--- config.mk ---
export PLATFORM = sky130hd
export DESIGN_NAME = imu_motion_event_classifier
export DESIGN_NICKNAME = d
export VERILOG_FILES = /design/src/hw/rtl/imec_pkg.sv /design/src/hw/rtl/imu_motion_event_classifier.sv /design/src/hw/rtl/imec_isqrt.sv /design/src/hw/rtl/imec_cordic.sv
export SDC_FILE = /design/constraint.sdc
export NUM_CORES = 2
export LEC_CHECK = 0
export ABC_AREA = 1
export BUFFER_PORTS_ARGS = -buffer_cell sky130_fd_sc_hd__buf_4
export CAP_MARGIN = 0
export CORE_MARGIN = 3
export CORE_UTILIZATION = 55
export CTS_CLUSTER_DIAMETER = 120
export CTS_CLUSTER_SIZE = 14
export DETAILED_ROUTE_END_ITERATION = 16
export GPL_ROUTABILITY_DRIVEN = 1
export PLACE_DENSITY = 0.8
export SETUP_SLACK_MARGIN = 0.3
export SLEW_MARGIN = 40
export SYNTH_ARGS = -nofsm -noshare
export SYNTH_HDL_FRONTEND = slang
export SYNTH_SLANG_ARGS = --single-unit
--- constraint.sdc ---
create_clock -name aclk -period 10.4 [get_ports aclk]
set_input_delay 1.04 -clock aclk [delete_from_list [all_inputs] [get_ports aclk]]
set_output_delay 1.04 -clock aclk [all_outputs]
set_load 0.01 [all_outputs]
--- src/hw/rtl/imec_pkg.sv ---
// ----------------------------------------------------------------------------
// imec_pkg
// Types, constants and tables of the motion event classifier.
// ----------------------------------------------------------------------------
package imec_pkg;

    localparam int unsigned CFG_W     = 17;
    localparam int unsigned CORDIC_W  = 27;
    localparam int unsigned ANGLE_W   = 16;
    localparam int unsigned Z_W       = 23;

    localparam logic [31:0] SHAKE_HOLD_MS   = 32'd500;
    localparam logic [31:0] FURIOUS_HOLD_MS = 32'd500;
    localparam logic [31:0] TAP_GAP_MS      = 32'd300;

    localparam logic signed [16:0] ONE_G      = 17'sd4096;
    localparam logic [16:0]        ACCEL_GATE = 17'd82;
    localparam logic [16:0]        RATE_GATE  = 17'd80;
    localparam logic [7:0]         RATE_COEF  = 8'd77;
    localparam logic [15:0]        MOVE_RATE  = 16'd640;
    localparam logic signed [Z_W-1:0] DEG180  = 23'sd737280;

    localparam logic [11:0] TILT_LIMIT_RST   = 12'd320;
    localparam logic [15:0] ANGRY_RATE_RST   = 16'd3200;
    localparam logic [15:0] FURIOUS_RATE_RST = 16'd4480;
    localparam logic [16:0] TAP_LIMIT_RST    = 17'd2048;
    localparam logic [14:0] STILL_LIMIT_RST  = 15'd246;
    localparam logic [14:0] VERT_TOL_RST     = 15'd492;
    localparam logic [7:0]  SMOOTHING_RST    = 8'd51;
    localparam logic [15:0] TICK_PERIOD_RST  = 16'd10;

    typedef enum logic [2:0] {
        REG_TILT_LIMIT   = 3'd0,
        REG_ANGRY_RATE   = 3'd1,
        REG_FURIOUS_RATE = 3'd2,
        REG_TAP_LIMIT    = 3'd3,
        REG_STILL_LIMIT  = 3'd4,
        REG_VERT_TOL     = 3'd5,
        REG_SMOOTHING    = 3'd6,
        REG_TICK_PERIOD  = 3'd7
    } reg_idx_t;

    typedef enum logic [2:0] {
        EVT_NONE    = 3'd0,
        EVT_FURIOUS = 3'd1,
        EVT_SHAKE   = 3'd2,
        EVT_TAP     = 3'd3,
        EVT_TILT    = 3'd4,
        EVT_STILL   = 3'd5
    } evt_t;

    // Arctangent of 2^-i in 1/4096 degree.
    function automatic logic [17:0] arc_of(input logic [3:0] i);
        logic [17:0] r;
        case (i)
            4'd0:    r = 18'd184320;
            4'd1:    r = 18'd108810;
            4'd2:    r = 18'd57492;
            4'd3:    r = 18'd29184;
            4'd4:    r = 18'd14649;
            4'd5:    r = 18'd7331;
            4'd6:    r = 18'd3667;
            4'd7:    r = 18'd1833;
            4'd8:    r = 18'd917;
            4'd9:    r = 18'd458;
            4'd10:   r = 18'd229;
            4'd11:   r = 18'd115;
            4'd12:   r = 18'd57;
            4'd13:   r = 18'd29;
            4'd14:   r = 18'd14;
            default: r = 18'd7;
        endcase
        return r;
    endfunction

    function automatic logic [16:0] abs17(input logic signed [16:0] v);
        return v[16] ? 17'(-v) : 17'(v);
    endfunction

endpackage

--- src/hw/rtl/imu_motion_event_classifier.sv ---
// ----------------------------------------------------------------------------
// imu_motion_event_classifier
// Filters IMU samples and classifies each one into a single motion event.
// ----------------------------------------------------------------------------
// Each transaction on the s_ channel is one timestamped accel/gyro sample or a
// clear command, and gives exactly one m_ transaction holding the event code
// and the filter state after that step. The block takes one transaction at a
// time. Its run time is set by the shared 17x17 multiplier used for the
// squares and filter products, the 16-step square root unit run once or twice,
// and the 16-step CORDIC unit run twice (pitch, then roll) for a sample that
// reaches the tilt test; a clear or a too-early sample uses none of them. A
// finished result sits in the output register, so the next transaction is
// taken while it still waits for m_ready. The user must write configuration
// through cfg_we / cfg_index / cfg_wdata only while the block is idle; the
// block itself does not enforce this.
// ----------------------------------------------------------------------------
module imu_motion_event_classifier (
    input  logic                       aclk,
    input  logic                       aresetn,
    // configuration
    input  logic                       cfg_we,
    input  logic [2:0]                 cfg_index,
    input  logic [imec_pkg::CFG_W-1:0] cfg_wdata,
    // sample channel
    input  logic                       s_valid,
    output logic                       s_ready,
    input  logic                       s_opcode,
    input  logic [31:0]                s_time_ms,
    input  logic signed [15:0]         s_accel_x,
    input  logic signed [15:0]         s_accel_y,
    input  logic signed [15:0]         s_accel_z,
    input  logic signed [15:0]         s_rate_x,
    input  logic signed [15:0]         s_rate_y,
    input  logic signed [15:0]         s_rate_z,
    // result channel
    output logic                       m_valid,
    input  logic                       m_ready,
    output logic [2:0]                 m_event_res,
    output logic signed [15:0]         m_smooth_x,
    output logic signed [15:0]         m_smooth_y,
    output logic signed [15:0]         m_smooth_z,
    output logic [15:0]                m_smooth_rate
);

    typedef enum logic [4:0] {
        ST_IDLE,
        ST_CHECK,
        ST_SQ_MUL,
        ST_SQ_ACC,
        ST_GSTART,
        ST_GROOT,
        ST_F_MUL,
        ST_F_UPD,
        ST_DECIDE,
        ST_P_MUL,
        ST_P_ACC,
        ST_PSTART,
        ST_PROOT,
        ST_PITCH_GO,
        ST_PITCH,
        ST_ROLL_GO,
        ST_ROLL,
        ST_TILT,
        ST_FIN
    } state_t;

    state_t state_reg;

    // configuration registers
    logic [11:0] tilt_limit_reg;
    logic [15:0] angry_rate_reg;
    logic [15:0] furious_rate_reg;
    logic [16:0] tap_limit_reg;
    logic [14:0] still_limit_reg;
    logic [14:0] vert_tol_reg;
    logic [7:0]  smoothing_reg;
    logic [15:0] tick_period_reg;

    // filter and event state
    logic signed [15:0] fax_reg, fay_reg, faz_reg;
    logic [15:0]        frate_reg;
    logic               shake_active_reg, furious_active_reg;
    logic [31:0]        shake_begin_reg, furious_begin_reg;
    logic [31:0]        last_sample_reg, last_tap_reg;

    // captured sample
    logic [31:0]        time_reg;
    logic signed [15:0] ax_reg, ay_reg, az_reg, gx_reg, gy_reg, gz_reg;

    // working registers
    logic [1:0]         idx_reg;
    logic [31:0]        acc_reg;
    logic [15:0]        gmag_reg;
    logic               moving_reg;
    logic signed [imec_pkg::ANGLE_W-1:0] pitch_reg, roll_reg;
    logic [2:0]         evt_reg;

    // output register
    logic               out_valid_reg;
    logic [2:0]         out_evt_reg;
    logic signed [15:0] out_x_reg, out_y_reg, out_z_reg;
    logic [15:0]        out_rate_reg;

    // shared multiplier
    logic signed [16:0] mul_a, mul_b;
    logic signed [33:0] prod_next, prod_reg;

    // filter datapath
    logic signed [16:0] cur_ext, filt_ext, diff;
    logic [16:0]        gate;
    logic [7:0]         coef;
    logic signed [33:0] prod_adj, prod_q;
    logic signed [16:0] filt_new;
    logic               gate_open;

    // decision datapath
    logic [16:0]        abs_ax, abs_ay, abs_dz;
    logic [17:0]        tap_mag;
    logic               moving;
    logic [31:0]        since_sample, since_furious, since_shake, since_tap;
    logic [imec_pkg::ANGLE_W-1:0] abs_pitch, abs_roll;

    // shared units
    logic        sqrt_start, sqrt_done;
    logic [15:0] sqrt_root;
    logic        cordic_start, cordic_done;
    logic signed [imec_pkg::CORDIC_W-1:0] cordic_y, cordic_x;
    logic signed [imec_pkg::ANGLE_W-1:0]  cordic_angle;

    // ---------------- operand selection for the shared multiplier -----------
    always_comb begin
        mul_a = '0;
        mul_b = '0;
        case (state_reg)
            ST_SQ_MUL: begin
                case (idx_reg)
                    2'd0:    mul_a = 17'(gx_reg);
                    2'd1:    mul_a = 17'(gy_reg);
                    default: mul_a = 17'(gz_reg);
                endcase
                mul_b = mul_a;
            end
            ST_F_MUL: begin
                mul_a = signed'({9'b0, coef});
                mul_b = diff;
            end
            ST_P_MUL: begin
                mul_a = (idx_reg == 2'd0) ? 17'(fay_reg) : 17'(faz_reg);
                mul_b = mul_a;
            end
            default: begin
                mul_a = '0;
                mul_b = '0;
            end
        endcase
        prod_next = mul_a * mul_b;
    end

    // ---------------- one-pole filter on the selected channel ---------------
    always_comb begin
        case (idx_reg)
            2'd0: begin
                cur_ext  = 17'(ax_reg);
                filt_ext = 17'(fax_reg);
                coef     = smoothing_reg;
                gate     = imec_pkg::ACCEL_GATE;
            end
            2'd1: begin
                cur_ext  = 17'(ay_reg);
                filt_ext = 17'(fay_reg);
                coef     = smoothing_reg;
                gate     = imec_pkg::ACCEL_GATE;
            end
            2'd2: begin
                cur_ext  = 17'(az_reg);
                filt_ext = 17'(faz_reg);
                coef     = smoothing_reg;
                gate     = imec_pkg::ACCEL_GATE;
            end
            default: begin
                cur_ext  = signed'({1'b0, gmag_reg});
                filt_ext = signed'({1'b0, frate_reg});
                coef     = imec_pkg::RATE_COEF;
                gate     = imec_pkg::RATE_GATE;
            end
        endcase
        diff      = cur_ext - filt_ext;
        gate_open = imec_pkg::abs17(diff) > gate;
        // divide by 256 truncating toward zero
        prod_adj  = prod_reg + (prod_reg[33] ? 34'sd255 : 34'sd0);
        prod_q    = prod_adj >>> 8;
        filt_new  = filt_ext + prod_q[16:0];
    end

    // ---------------- event tests ---------------------------------------
    always_comb begin
        abs_ax        = imec_pkg::abs17(17'(ax_reg));
        abs_ay        = imec_pkg::abs17(17'(ay_reg));
        abs_dz        = imec_pkg::abs17(17'(az_reg) - imec_pkg::ONE_G);
        tap_mag       = {1'b0, abs_ax} + {1'b0, abs_ay} + {1'b0, abs_dz};
        moving        = (abs_ax > {2'b0, still_limit_reg}) || (abs_ay > {2'b0, still_limit_reg})
                     || (abs_dz > {2'b0, vert_tol_reg}) || (frate_reg > imec_pkg::MOVE_RATE);
        since_sample  = time_reg - last_sample_reg;
        since_furious = time_reg - furious_begin_reg;
        since_shake   = time_reg - shake_begin_reg;
        since_tap     = time_reg - last_tap_reg;
        abs_pitch     = pitch_reg[imec_pkg::ANGLE_W-1] ? imec_pkg::ANGLE_W'(-pitch_reg)
                                                       : imec_pkg::ANGLE_W'(pitch_reg);
        abs_roll      = roll_reg[imec_pkg::ANGLE_W-1] ? imec_pkg::ANGLE_W'(-roll_reg)
                                                      : imec_pkg::ANGLE_W'(roll_reg);
    end

    // ---------------- shared units ----------------------------------------
    assign sqrt_start   = (state_reg == ST_GSTART) || (state_reg == ST_PSTART);
    assign cordic_start = (state_reg == ST_PITCH_GO) || (state_reg == ST_ROLL_GO);

    always_comb begin
        if (state_reg == ST_PITCH_GO) begin
            // pitch = atan2(-fx, sqrt(fy^2 + fz^2)), both scaled by 256
            cordic_y = -signed'({{3{fax_reg[15]}}, fax_reg, 8'b0});
            cordic_x = signed'({3'b0, sqrt_root, 8'b0});
        end else begin
            // roll = atan2(fy, fz), both scaled by 256
            cordic_y = signed'({{3{fay_reg[15]}}, fay_reg, 8'b0});
            cordic_x = signed'({{3{faz_reg[15]}}, faz_reg, 8'b0});
        end
    end

    imec_isqrt u_isqrt (
        .aclk    (aclk),
        .aresetn (aresetn),
        .start   (sqrt_start),
        .operand (acc_reg),
        .done    (sqrt_done),
        .root    (sqrt_root)
    );

    imec_cordic u_cordic (
        .aclk    (aclk),
        .aresetn (aresetn),
        .start   (cordic_start),
        .y_in    (cordic_y),
        .x_in    (cordic_x),
        .done    (cordic_done),
        .angle   (cordic_angle)
    );

    // ---------------- configuration -----------------------------------------
    always_ff @(posedge aclk) begin
        if (!aresetn) begin
            tilt_limit_reg   <= imec_pkg::TILT_LIMIT_RST;
            angry_rate_reg   <= imec_pkg::ANGRY_RATE_RST;
            furious_rate_reg <= imec_pkg::FURIOUS_RATE_RST;
            tap_limit_reg    <= imec_pkg::TAP_LIMIT_RST;
            still_limit_reg  <= imec_pkg::STILL_LIMIT_RST;
            vert_tol_reg     <= imec_pkg::VERT_TOL_RST;
            smoothing_reg    <= imec_pkg::SMOOTHING_RST;
            tick_period_reg  <= imec_pkg::TICK_PERIOD_RST;
        end else if (cfg_we) begin
            case (cfg_index)
                imec_pkg::REG_TILT_LIMIT:   tilt_limit_reg   <= cfg_wdata[11:0];
                imec_pkg::REG_ANGRY_RATE:   angry_rate_reg   <= cfg_wdata[15:0];
                imec_pkg::REG_FURIOUS_RATE: furious_rate_reg <= cfg_wdata[15:0];
                imec_pkg::REG_TAP_LIMIT:    tap_limit_reg    <= cfg_wdata[16:0];
                imec_pkg::REG_STILL_LIMIT:  still_limit_reg  <= cfg_wdata[14:0];
                imec_pkg::REG_VERT_TOL:     vert_tol_reg     <= cfg_wdata[14:0];
                imec_pkg::REG_SMOOTHING:    smoothing_reg    <= cfg_wdata[7:0];
                imec_pkg::REG_TICK_PERIOD:  tick_period_reg  <= cfg_wdata[15:0];
                default: ;
            endcase
        end
    end

    // product register carries payload only
    always_ff @(posedge aclk) begin
        prod_reg <= prod_next;
    end

    // ---------------- sequencer -------------------------------------------
    always_ff @(posedge aclk) begin
        if (!aresetn) begin
            state_reg          <= ST_IDLE;
            fax_reg            <= '0;
            fay_reg            <= '0;
            faz_reg            <= 16'sd4096;
            frate_reg          <= '0;
            shake_active_reg   <= 1'b0;
            furious_active_reg <= 1'b0;
            shake_begin_reg    <= '0;
            furious_begin_reg  <= '0;
            last_sample_reg    <= '0;
            last_tap_reg       <= '0;
            idx_reg            <= '0;
            evt_reg            <= imec_pkg::EVT_NONE;
            out_valid_reg      <= 1'b0;
        end else begin
            // drop the held result once the sink takes it; ST_FIN handles its own
            if (out_valid_reg && m_ready && state_reg != ST_FIN) begin
                out_valid_reg <= 1'b0;
            end

            case (state_reg)
                ST_IDLE: begin
                    if (s_valid) begin
                        time_reg <= s_time_ms;
                        ax_reg   <= s_accel_x;
                        ay_reg   <= s_accel_y;
                        az_reg   <= s_accel_z;
                        gx_reg   <= s_rate_x;
                        gy_reg   <= s_rate_y;
                        gz_reg   <= s_rate_z;
                        evt_reg  <= imec_pkg::EVT_NONE;
                        if (s_opcode) begin
                            // clear command: forget shake and tap history
                            shake_active_reg   <= 1'b0;
                            furious_active_reg <= 1'b0;
                            shake_begin_reg    <= '0;
                            furious_begin_reg  <= '0;
                            last_tap_reg       <= '0;
                            state_reg          <= ST_FIN;
                        end else begin
                            state_reg <= ST_CHECK;
                        end
                    end
                end

                ST_CHECK: begin
                    // drop samples that come before a full tick has passed
                    if (since_sample < {16'b0, tick_period_reg}) begin
                        state_reg <= ST_FIN;
                    end else begin
                        last_sample_reg <= time_reg;
                        acc_reg         <= '0;
                        idx_reg         <= '0;
                        state_reg       <= ST_SQ_MUL;
                    end
                end

                ST_SQ_MUL: state_reg <= ST_SQ_ACC;

                ST_SQ_ACC: begin
                    acc_reg <= acc_reg + prod_reg[31:0];
                    if (idx_reg == 2'd2) begin
                        state_reg <= ST_GSTART;
                    end else begin
                        idx_reg   <= idx_reg + 2'd1;
                        state_reg <= ST_SQ_MUL;
                    end
                end

                ST_GSTART: state_reg <= ST_GROOT;

                ST_GROOT: begin
                    if (sqrt_done) begin
                        gmag_reg  <= sqrt_root;
                        idx_reg   <= '0;
                        state_reg <= ST_F_MUL;
                    end
                end

                ST_F_MUL: state_reg <= ST_F_UPD;

                ST_F_UPD: begin
                    if (gate_open) begin
                        case (idx_reg)
                            2'd0:    fax_reg   <= filt_new[15:0];
                            2'd1:    fay_reg   <= filt_new[15:0];
                            2'd2:    faz_reg   <= filt_new[15:0];
                            default: frate_reg <= filt_new[15:0];
                        endcase
                    end
                    idx_reg <= idx_reg + 2'd1;
                    if (idx_reg == 2'd3) begin
                        state_reg <= ST_DECIDE;
                    end else begin
                        state_reg <= ST_F_MUL;
                    end
                end

                ST_DECIDE: begin
                    moving_reg <= moving;
                    acc_reg    <= '0;
                    idx_reg    <= '0;
                    state_reg  <= ST_P_MUL;
                    // shake tests: a held shake ends the step, otherwise fall to tap
                    if (frate_reg > furious_rate_reg) begin
                        if (!furious_active_reg) begin
                            furious_active_reg <= 1'b1;
                            furious_begin_reg  <= time_reg;
                        end
                    end else if (frate_reg > angry_rate_reg) begin
                        if (!shake_active_reg) begin
                            shake_active_reg <= 1'b1;
                            shake_begin_reg  <= time_reg;
                        end
                    end else begin
                        shake_active_reg   <= 1'b0;
                        furious_active_reg <= 1'b0;
                    end

                    if (frate_reg > furious_rate_reg && furious_active_reg
                            && since_furious > imec_pkg::FURIOUS_HOLD_MS) begin
                        evt_reg   <= imec_pkg::EVT_FURIOUS;
                        state_reg <= ST_FIN;
                    end else if (frate_reg <= furious_rate_reg && frate_reg > angry_rate_reg
                            && shake_active_reg && since_shake > imec_pkg::SHAKE_HOLD_MS) begin
                        evt_reg   <= imec_pkg::EVT_SHAKE;
                        state_reg <= ST_FIN;
                    end else if (tap_mag > {1'b0, tap_limit_reg}
                            && since_tap > imec_pkg::TAP_GAP_MS) begin
                        last_tap_reg <= time_reg;
                        evt_reg      <= imec_pkg::EVT_TAP;
                        state_reg    <= ST_FIN;
                    end
                end

                ST_P_MUL: state_reg <= ST_P_ACC;

                ST_P_ACC: begin
                    acc_reg <= acc_reg + prod_reg[31:0];
                    if (idx_reg == 2'd1) begin
                        state_reg <= ST_PSTART;
                    end else begin
                        idx_reg   <= idx_reg + 2'd1;
                        state_reg <= ST_P_MUL;
                    end
                end

                ST_PSTART: state_reg <= ST_PROOT;

                ST_PROOT: begin
                    if (sqrt_done) begin
                        state_reg <= ST_PITCH_GO;
                    end
                end

                ST_PITCH_GO: state_reg <= ST_PITCH;

                ST_PITCH: begin
                    if (cordic_done) begin
                        pitch_reg <= cordic_angle;
                        state_reg <= ST_ROLL_GO;
                    end
                end

                ST_ROLL_GO: state_reg <= ST_ROLL;

                ST_ROLL: begin
                    if (cordic_done) begin
                        roll_reg  <= cordic_angle;
                        state_reg <= ST_TILT;
                    end
                end

                ST_TILT: begin
                    if (abs_pitch > imec_pkg::ANGLE_W'(tilt_limit_reg)
                            || abs_roll > imec_pkg::ANGLE_W'(tilt_limit_reg)) begin
                        evt_reg <= imec_pkg::EVT_TILT;
                    end else if (!moving_reg) begin
                        evt_reg <= imec_pkg::EVT_STILL;
                    end else begin
                        evt_reg <= imec_pkg::EVT_NONE;
                    end
                    state_reg <= ST_FIN;
                end

                ST_FIN: begin
                    // hold until the output register is free, then load it
                    if (!out_valid_reg || m_ready) begin
                        out_valid_reg <= 1'b1;
                        out_evt_reg   <= evt_reg;
                        out_x_reg     <= fax_reg;
                        out_y_reg     <= fay_reg;
                        out_z_reg     <= faz_reg;
                        out_rate_reg  <= frate_reg;
                        state_reg     <= ST_IDLE;
                    end
                end

                default: state_reg <= ST_IDLE;
            endcase
        end
    end

    assign s_ready       = (state_reg == ST_IDLE);
    assign m_valid       = out_valid_reg;
    assign m_event_res   = out_evt_reg;
    assign m_smooth_x    = out_x_reg;
    assign m_smooth_y    = out_y_reg;
    assign m_smooth_z    = out_z_reg;
    assign m_smooth_rate = out_rate_reg;

endmodule

--- src/hw/rtl/imec_isqrt.sv ---
// ----------------------------------------------------------------------------
// imec_isqrt
// Floor square root of a 32-bit value, two radicand bits per cycle.
// ----------------------------------------------------------------------------
module imec_isqrt (
    input  logic        aclk,
    input  logic        aresetn,
    input  logic        start,
    input  logic [31:0] operand,
    output logic        done,
    output logic [15:0] root
);

    logic [31:0] n_reg;
    logic [17:0] rem_reg;
    logic [15:0] root_reg;
    logic [3:0]  cnt_reg;
    logic        busy_reg;
    logic        done_reg;

    logic [19:0] rem_shift;
    logic [19:0] trial;
    logic        take;

    assign rem_shift = {rem_reg, n_reg[31:30]};
    assign trial     = {2'b00, root_reg, 2'b01};
    assign take      = rem_shift >= trial;

    always_ff @(posedge aclk) begin
        if (!aresetn) begin
            busy_reg <= 1'b0;
            done_reg <= 1'b0;
            cnt_reg  <= '0;
        end else begin
            done_reg <= 1'b0;
            if (start) begin
                n_reg    <= operand;
                rem_reg  <= '0;
                root_reg <= '0;
                cnt_reg  <= '0;
                busy_reg <= 1'b1;
            end else if (busy_reg) begin
                n_reg    <= {n_reg[29:0], 2'b00};
                rem_reg  <= take ? 18'(rem_shift - trial) : rem_shift[17:0];
                root_reg <= {root_reg[14:0], take};
                cnt_reg  <= cnt_reg + 4'd1;
                if (cnt_reg == 4'd15) begin
                    busy_reg <= 1'b0;
                    done_reg <= 1'b1;
                end
            end
        end
    end

    assign done = done_reg;
    assign root = root_reg;

endmodule

--- src/hw/rtl/imec_cordic.sv ---
// ----------------------------------------------------------------------------
// imec_cordic
// Vectoring CORDIC atan2, one micro-rotation per cycle, angle in 1/16 degree.
// ----------------------------------------------------------------------------
module imec_cordic (
    input  logic                                 aclk,
    input  logic                                 aresetn,
    input  logic                                 start,
    input  logic signed [imec_pkg::CORDIC_W-1:0] y_in,
    input  logic signed [imec_pkg::CORDIC_W-1:0] x_in,
    output logic                                 done,
    output logic signed [imec_pkg::ANGLE_W-1:0]  angle
);

    logic signed [imec_pkg::CORDIC_W-1:0] x_reg, y_reg;
    logic signed [imec_pkg::Z_W-1:0]      z_reg;
    logic signed [imec_pkg::ANGLE_W-1:0]  angle_reg;
    logic [3:0]                           i_reg;
    logic                                 busy_reg;
    logic                                 done_reg;

    logic signed [imec_pkg::CORDIC_W-1:0] dx, dy, x_step, y_step;
    logic signed [imec_pkg::Z_W-1:0]      arc, z_step, z_round;

    always_comb begin
        dx  = y_reg >>> i_reg;
        dy  = x_reg >>> i_reg;
        arc = imec_pkg::Z_W'(signed'({1'b0, imec_pkg::arc_of(i_reg)}));
        if (y_reg > 0) begin
            x_step = x_reg + dx;
            y_step = y_reg - dy;
            z_step = z_reg + arc;
        end else begin
            x_step = x_reg - dx;
            y_step = y_reg + dy;
            z_step = z_reg - arc;
        end
        z_round = (z_step + imec_pkg::Z_W'(128)) >>> 8;
    end

    always_ff @(posedge aclk) begin
        if (!aresetn) begin
            busy_reg <= 1'b0;
            done_reg <= 1'b0;
            i_reg    <= '0;
        end else begin
            done_reg <= 1'b0;
            if (start) begin
                i_reg <= '0;
                if (x_in == '0 && y_in == '0) begin
                    angle_reg <= '0;
                    done_reg  <= 1'b1;
                end else begin
                    busy_reg <= 1'b1;
                    if (x_in < 0) begin
                        // pre-rotate by half a turn into the right half plane
                        x_reg <= -x_in;
                        y_reg <= -y_in;
                        z_reg <= (y_in >= 0) ? imec_pkg::DEG180 : -imec_pkg::DEG180;
                    end else begin
                        x_reg <= x_in;
                        y_reg <= y_in;
                        z_reg <= '0;
                    end
                end
            end else if (busy_reg) begin
                x_reg <= x_step;
                y_reg <= y_step;
                z_reg <= z_step;
                i_reg <= i_reg + 4'd1;
                if (i_reg == 4'd15) begin
                    busy_reg  <= 1'b0;
                    done_reg  <= 1'b1;
                    angle_reg <= z_round[imec_pkg::ANGLE_W-1:0];
                end
            end
        end
    end

    assign done  = done_reg;
    assign angle = angle_reg;

endmodule

==> Implementation_results.wiki <==
{| class="wikitable"
! Metric !! Value
|-
| Crit-path max cell delay || approximately 540 ps
|-
| FILL cells || about 11,000
|-
| Die span in x || ~360 um
|-
| Worst path required time || between 10,000 and 15,000 ps
|-
| Fin. Hold Viols || 0
|-
| Largest clock skew in the final design || between 40 and 50 ps
|-
| Top_reg_cell synth || edfxtp_1
|-
| Fraction of final layout cells sized beyond drive strength 1 || just over 6%
|-
| Cell area after synthesis || roughly 0.07 sq mm
|-
| Die area || ~0.13 sq mm
|-
| Instance area after placement || 0.0717 sq mm
|-
| Clock tree from TritonCTS || built
|-
| Number of hold-repair buffers added at the cts stage || 0
|-
| Unique cell type count in the Yosys netlist || between 70 and 80
|-
| Maximum number of pins on one net before global-route repair || 80
|-
| Number of top-level pins || 223
|-
| Clock transition at the registers of the reported paths || 70 ps
|-
| Routability-driven placement congestion ratio || 1.02
|-
| Largest cells by area after synthesis || edfxtp_1 (19%), dfxtp_1 (11%), nand2_1 (10%), ha_1 (9.9%), fa_1 (9.2%)
|-
| Number of instances in the synthesized netlist || 9,111
|-
| Global-route wire length before repair || 353,000 um
|-
| Data arrival time of the worst path || a little over 10,000 ps
|-
| Slew at the pin closest to its max-slew limit || ~900 ps
|-
| Worst path most repeated cell || inv_1
|-
| Number of synthesized flops with an enable pin || about 430
|-
| Hold path cells || 0
|-
| Max Freq || approximately 100 MHz
|-
| Deepest level of the CTS H-tree || 3
|-
| RSZ-0062 raised after global routing || false
|-
| Commonest cells in the netlist || nand2_1 (1,854), inv_1 (1,468), nor2_1 (875)
|-
| Effective utilization at floorplan || a little under three fifths
|-
| Buf/Inv on CP || 10
|-
| Port buffer count || ~220
|-
| Average cell area after synthesis || about 7.5 sq um
|-
| DIE HEIGHT || between 300 and 400 um
|-
| GRT Residual Overflow || 0
|-
| Count of pins over their slew limit || 0
|-
| # nets final || 10,300
|-
| Routed WL || approximately 230,000 um
|-
| Critical path capture point type || flop
|-
| Clock network fraction of design power || a little over a fifth
|-
| Portion of synthesized cell area occupied by the leading cell type || between 10% and 20%
|-
| Startpoint class of the critical path || flop
|-
| Comb pwr share || a little under half
|-
| Clk_lat worst skew || 710 ps
|-
| Initial DRC Count || around 6,600
|-
| Via-to-Cell Ratio || 5.84
|-
| Hold wc startpoint || evt_reg[0]
|-
| Total routing usage reported by global routing || 35.8%
|-
| Class of the most critical setup path || reg2reg
|-
| Sequential fraction of the synthesis area || a little under a third
|-
| Register-to-Register Path Depth || 42
|-
| Warnings, synthesis || 0
|-
| Minimum clock period after layout || ~9600 ps
|-
| Number of global-route vias before repair || roughly 62,000
|-
| CTS Buffer Depth || 3
|-
| Final design area excluding fillers || about 0.074 sq mm
|-
| Post-synthesis cell type with the largest combined area || edfxtp_1
|-
| Net switching share of the total power || around 44%
|-
| Core Footprint || 0.123 sq mm
|-
| DRC violation count after routing || 0
|-
| Register bit total from synthesis || 815
|-
| Post-route fraction of the period consumed by the critical path || between 90 and 100%
|-
| Max-capacitance violation count || 0
|-
| Utilization of the core after routing || about three fifths
|-
| Aggregate negative setup slack || 0 ps
|-
| Fraction of registers with async set or reset after synthesis || 0%
|-
| Initial antenna violation count || 2
|-
| Delay-heaviest family, CP || adder cells
|-
| PD cells || roughly 170 mW/mm^2
|-
| Path category of the worst min-delay check || reg2reg
|-
| Reg-to-reg endpoint || prod_reg[28]
|-
| Register-to-register setup slack || 820 ps
|-
| Max-slew headroom at the worst pin || ~41%
|-
| Number of placement rows || about 130
|-
| Maximum resistive drop on vdd || between 0.1 and 0.15 mV
|-
| TritonCTS Sinks || approximately 820
|-
| Number of clock buffers inserted by TritonCTS || 70
|-
| Standard cell with the maximum stage delay on the critical path || fa_1
|-
| Count of antenna-violating nets left after detailed routing || 0
|-
| Largest register FFs || 33
|-
| Static power due to leakage || around 34 nW
|-
| Register share of total power || between 30 and 40%
|-
| Area growth from synthesis to layout || 8.39%
|-
| Final setup violation count || 0
|-
| Capture endpoint of the worst hold path || m_event_res[0]
|-
| Clock root cell || clkbuf_16
|-
| Outcome || completed
|-
| Vias post-DR || 63,800
|-
| Wire length per cell after detailed routing || about 21 um
|-
| Count leader, synth || nand2_1
|-
| P_int || around 7.2 mW
|-
| First-pass DRT Iterations || 6
|-
| Switching power of the nets || between 5 and 6 mW
|-
| Crit-path max FO || 18
|-
| Dpl hpwl || between 150,000 and 200,000 um
|-
| RR Startpoint || idx_reg[0]
|}
-- layer usage --
layer  part of all wire (%)  track usage (%)  up-vias
met4                    7.3             22.4        2
met1                     39             44.8    30000
met2                     45             58.1     3027
met5                 0.0069                0        -
li1                       -                -    30100
met3                    8.7             5.55      741
-- through the flow --
stage	worst slack [ps]	hold WS, ps	std cells	power [mW]
6_report	819	446	10900	12.8
5_1_grt	348	450	10900	13.7
4_1_cts	757	444	10900	12.7
3_5_place_dp	759	433	10800	10.0
3_3_place_gp	925	418	10800	9.86
2_1_floorplan	1230	402	9112	8.24
-- power by group through the flow --
| stage | sequential, mW | clock (mW) | combinational (mW) |
|---|---|---|---|
| floorplan | 3.94 | 0 | 4.30 |
| global placement | 4.06 | 0 | 5.80 |
| detailed placement | 4.06 | 0 | 5.96 |
| CTS | 3.99 | 2.70 | 6.01 |
| global route | 4.02 | 2.81 | 6.83 |
| finish | 4.01 | 2.67 | 6.12 |
-- logic make-up after synthesis --
logic type	after synthesis	synth area share (%)
compound gates	1930	15.7
xor+xnor	328	4.21
fa+ha+maj	856	19.2
buf+inv	1742	9.79
flops	815	30.3
mux	19	0.279
other cells	1	0.00550
simple gates	3420	20.6
-- final cells by class --
class | instances | area, sq um | share of cell area [%]
antenna | 1 | 2.50 | 0.00338
clock buffer | 116 | 1990 | 2.69
clock inverter | 9 | 155 | 0.210
inverter | 1490 | 5600 | 7.58
multi-input combinational | 6555 | 41100 | 55.5
sequential | 815 | 20600 | 27.9
tap | 1625 | 2030 | 2.75
timing repair buffer | 309 | 2460 | 3.33
-- worst max-delay path by stage --
stage / start / end / slack [ps] / cells past startpoint
2_1_floorplan: idx_reg[1] / prod_reg[28] / 1230 / 41
3_3_place_gp: idx_reg[0] / prod_reg[31] / 920 / 41
3_5_place_dp: idx_reg[0] / prod_reg[31] / 760 / 41
4_1_cts: idx_reg[0] / prod_reg[31] / 760 / 41
5_1_grt: idx_reg[1] / prod_reg[28] / 350 / 42
6_report: idx_reg[0] / prod_reg[28] / 820 / 42
-- worst register-to-register path, delay by kind of cell (launching register included) --
| family | cells | cell delay (ps) |
|---|---|---|
| AND/OR/NAND/NOR | 10 | 1020 |
| buffers and inverters | 10 | 1510 |
| AO/OA/AOI/OAI | 12 | 2830 |
| flip-flops | 1 | 410 |
| XOR/XNOR | 1 | 180 |
| adder cells (fa/ha/maj) | 9 | 3490 |
-- cells in the final DEF, fill, tap and decap left out, types with 10 or more instances in the layout --
| cell type | n |
|---|---|
| a21oi_1 | 780 |
| ha_1 | 539 |
| a21oi_2 | 60 |
| o211ai_1 | 57 |
| nor3_1 | 104 |
| edfxtp_1 | 432 |
| o221ai_1 | 10 |
| a21o_1 | 26 |
| inv_2 | 13 |
| a211oi_1 | 10 |
| mux2i_1 | 19 |
| nor4_1 | 33 |
| o22ai_1 | 46 |
| clkbuf_16 | 73 |
| fa_1 | 313 |
| nand2_2 | 14 |
| buf_4 | 295 |
| nand3b_1 | 21 |
| inv_1 | 1466 |
| o21bai_1 | 35 |
| nor2_1 | 863 |
| o21a_1 | 43 |
| a21boi_0 | 17 |
| nand2_1 | 1852 |
| nand4_1 | 82 |
| clkbuf_1 | 43 |
| or2_2 | 30 |
| xor2_1 | 216 |
| a31oi_1 | 39 |
| nand3_1 | 363 |
| xnor2_1 | 112 |
| o21ai_1 | 40 |
| dfxtp_1 | 382 |
| nor2_2 | 15 |
| o21ai_0 | 712 |
-- timing repair --
item | in CTS | in global routing
endpoints found under the hold margin | 0 | 0
resized for setup | 0 | 9
buffers inserted | 0 | 0
setup endpoints to repair | 0 | 6
Note: power is estimated with default switching activity, not from simulation.
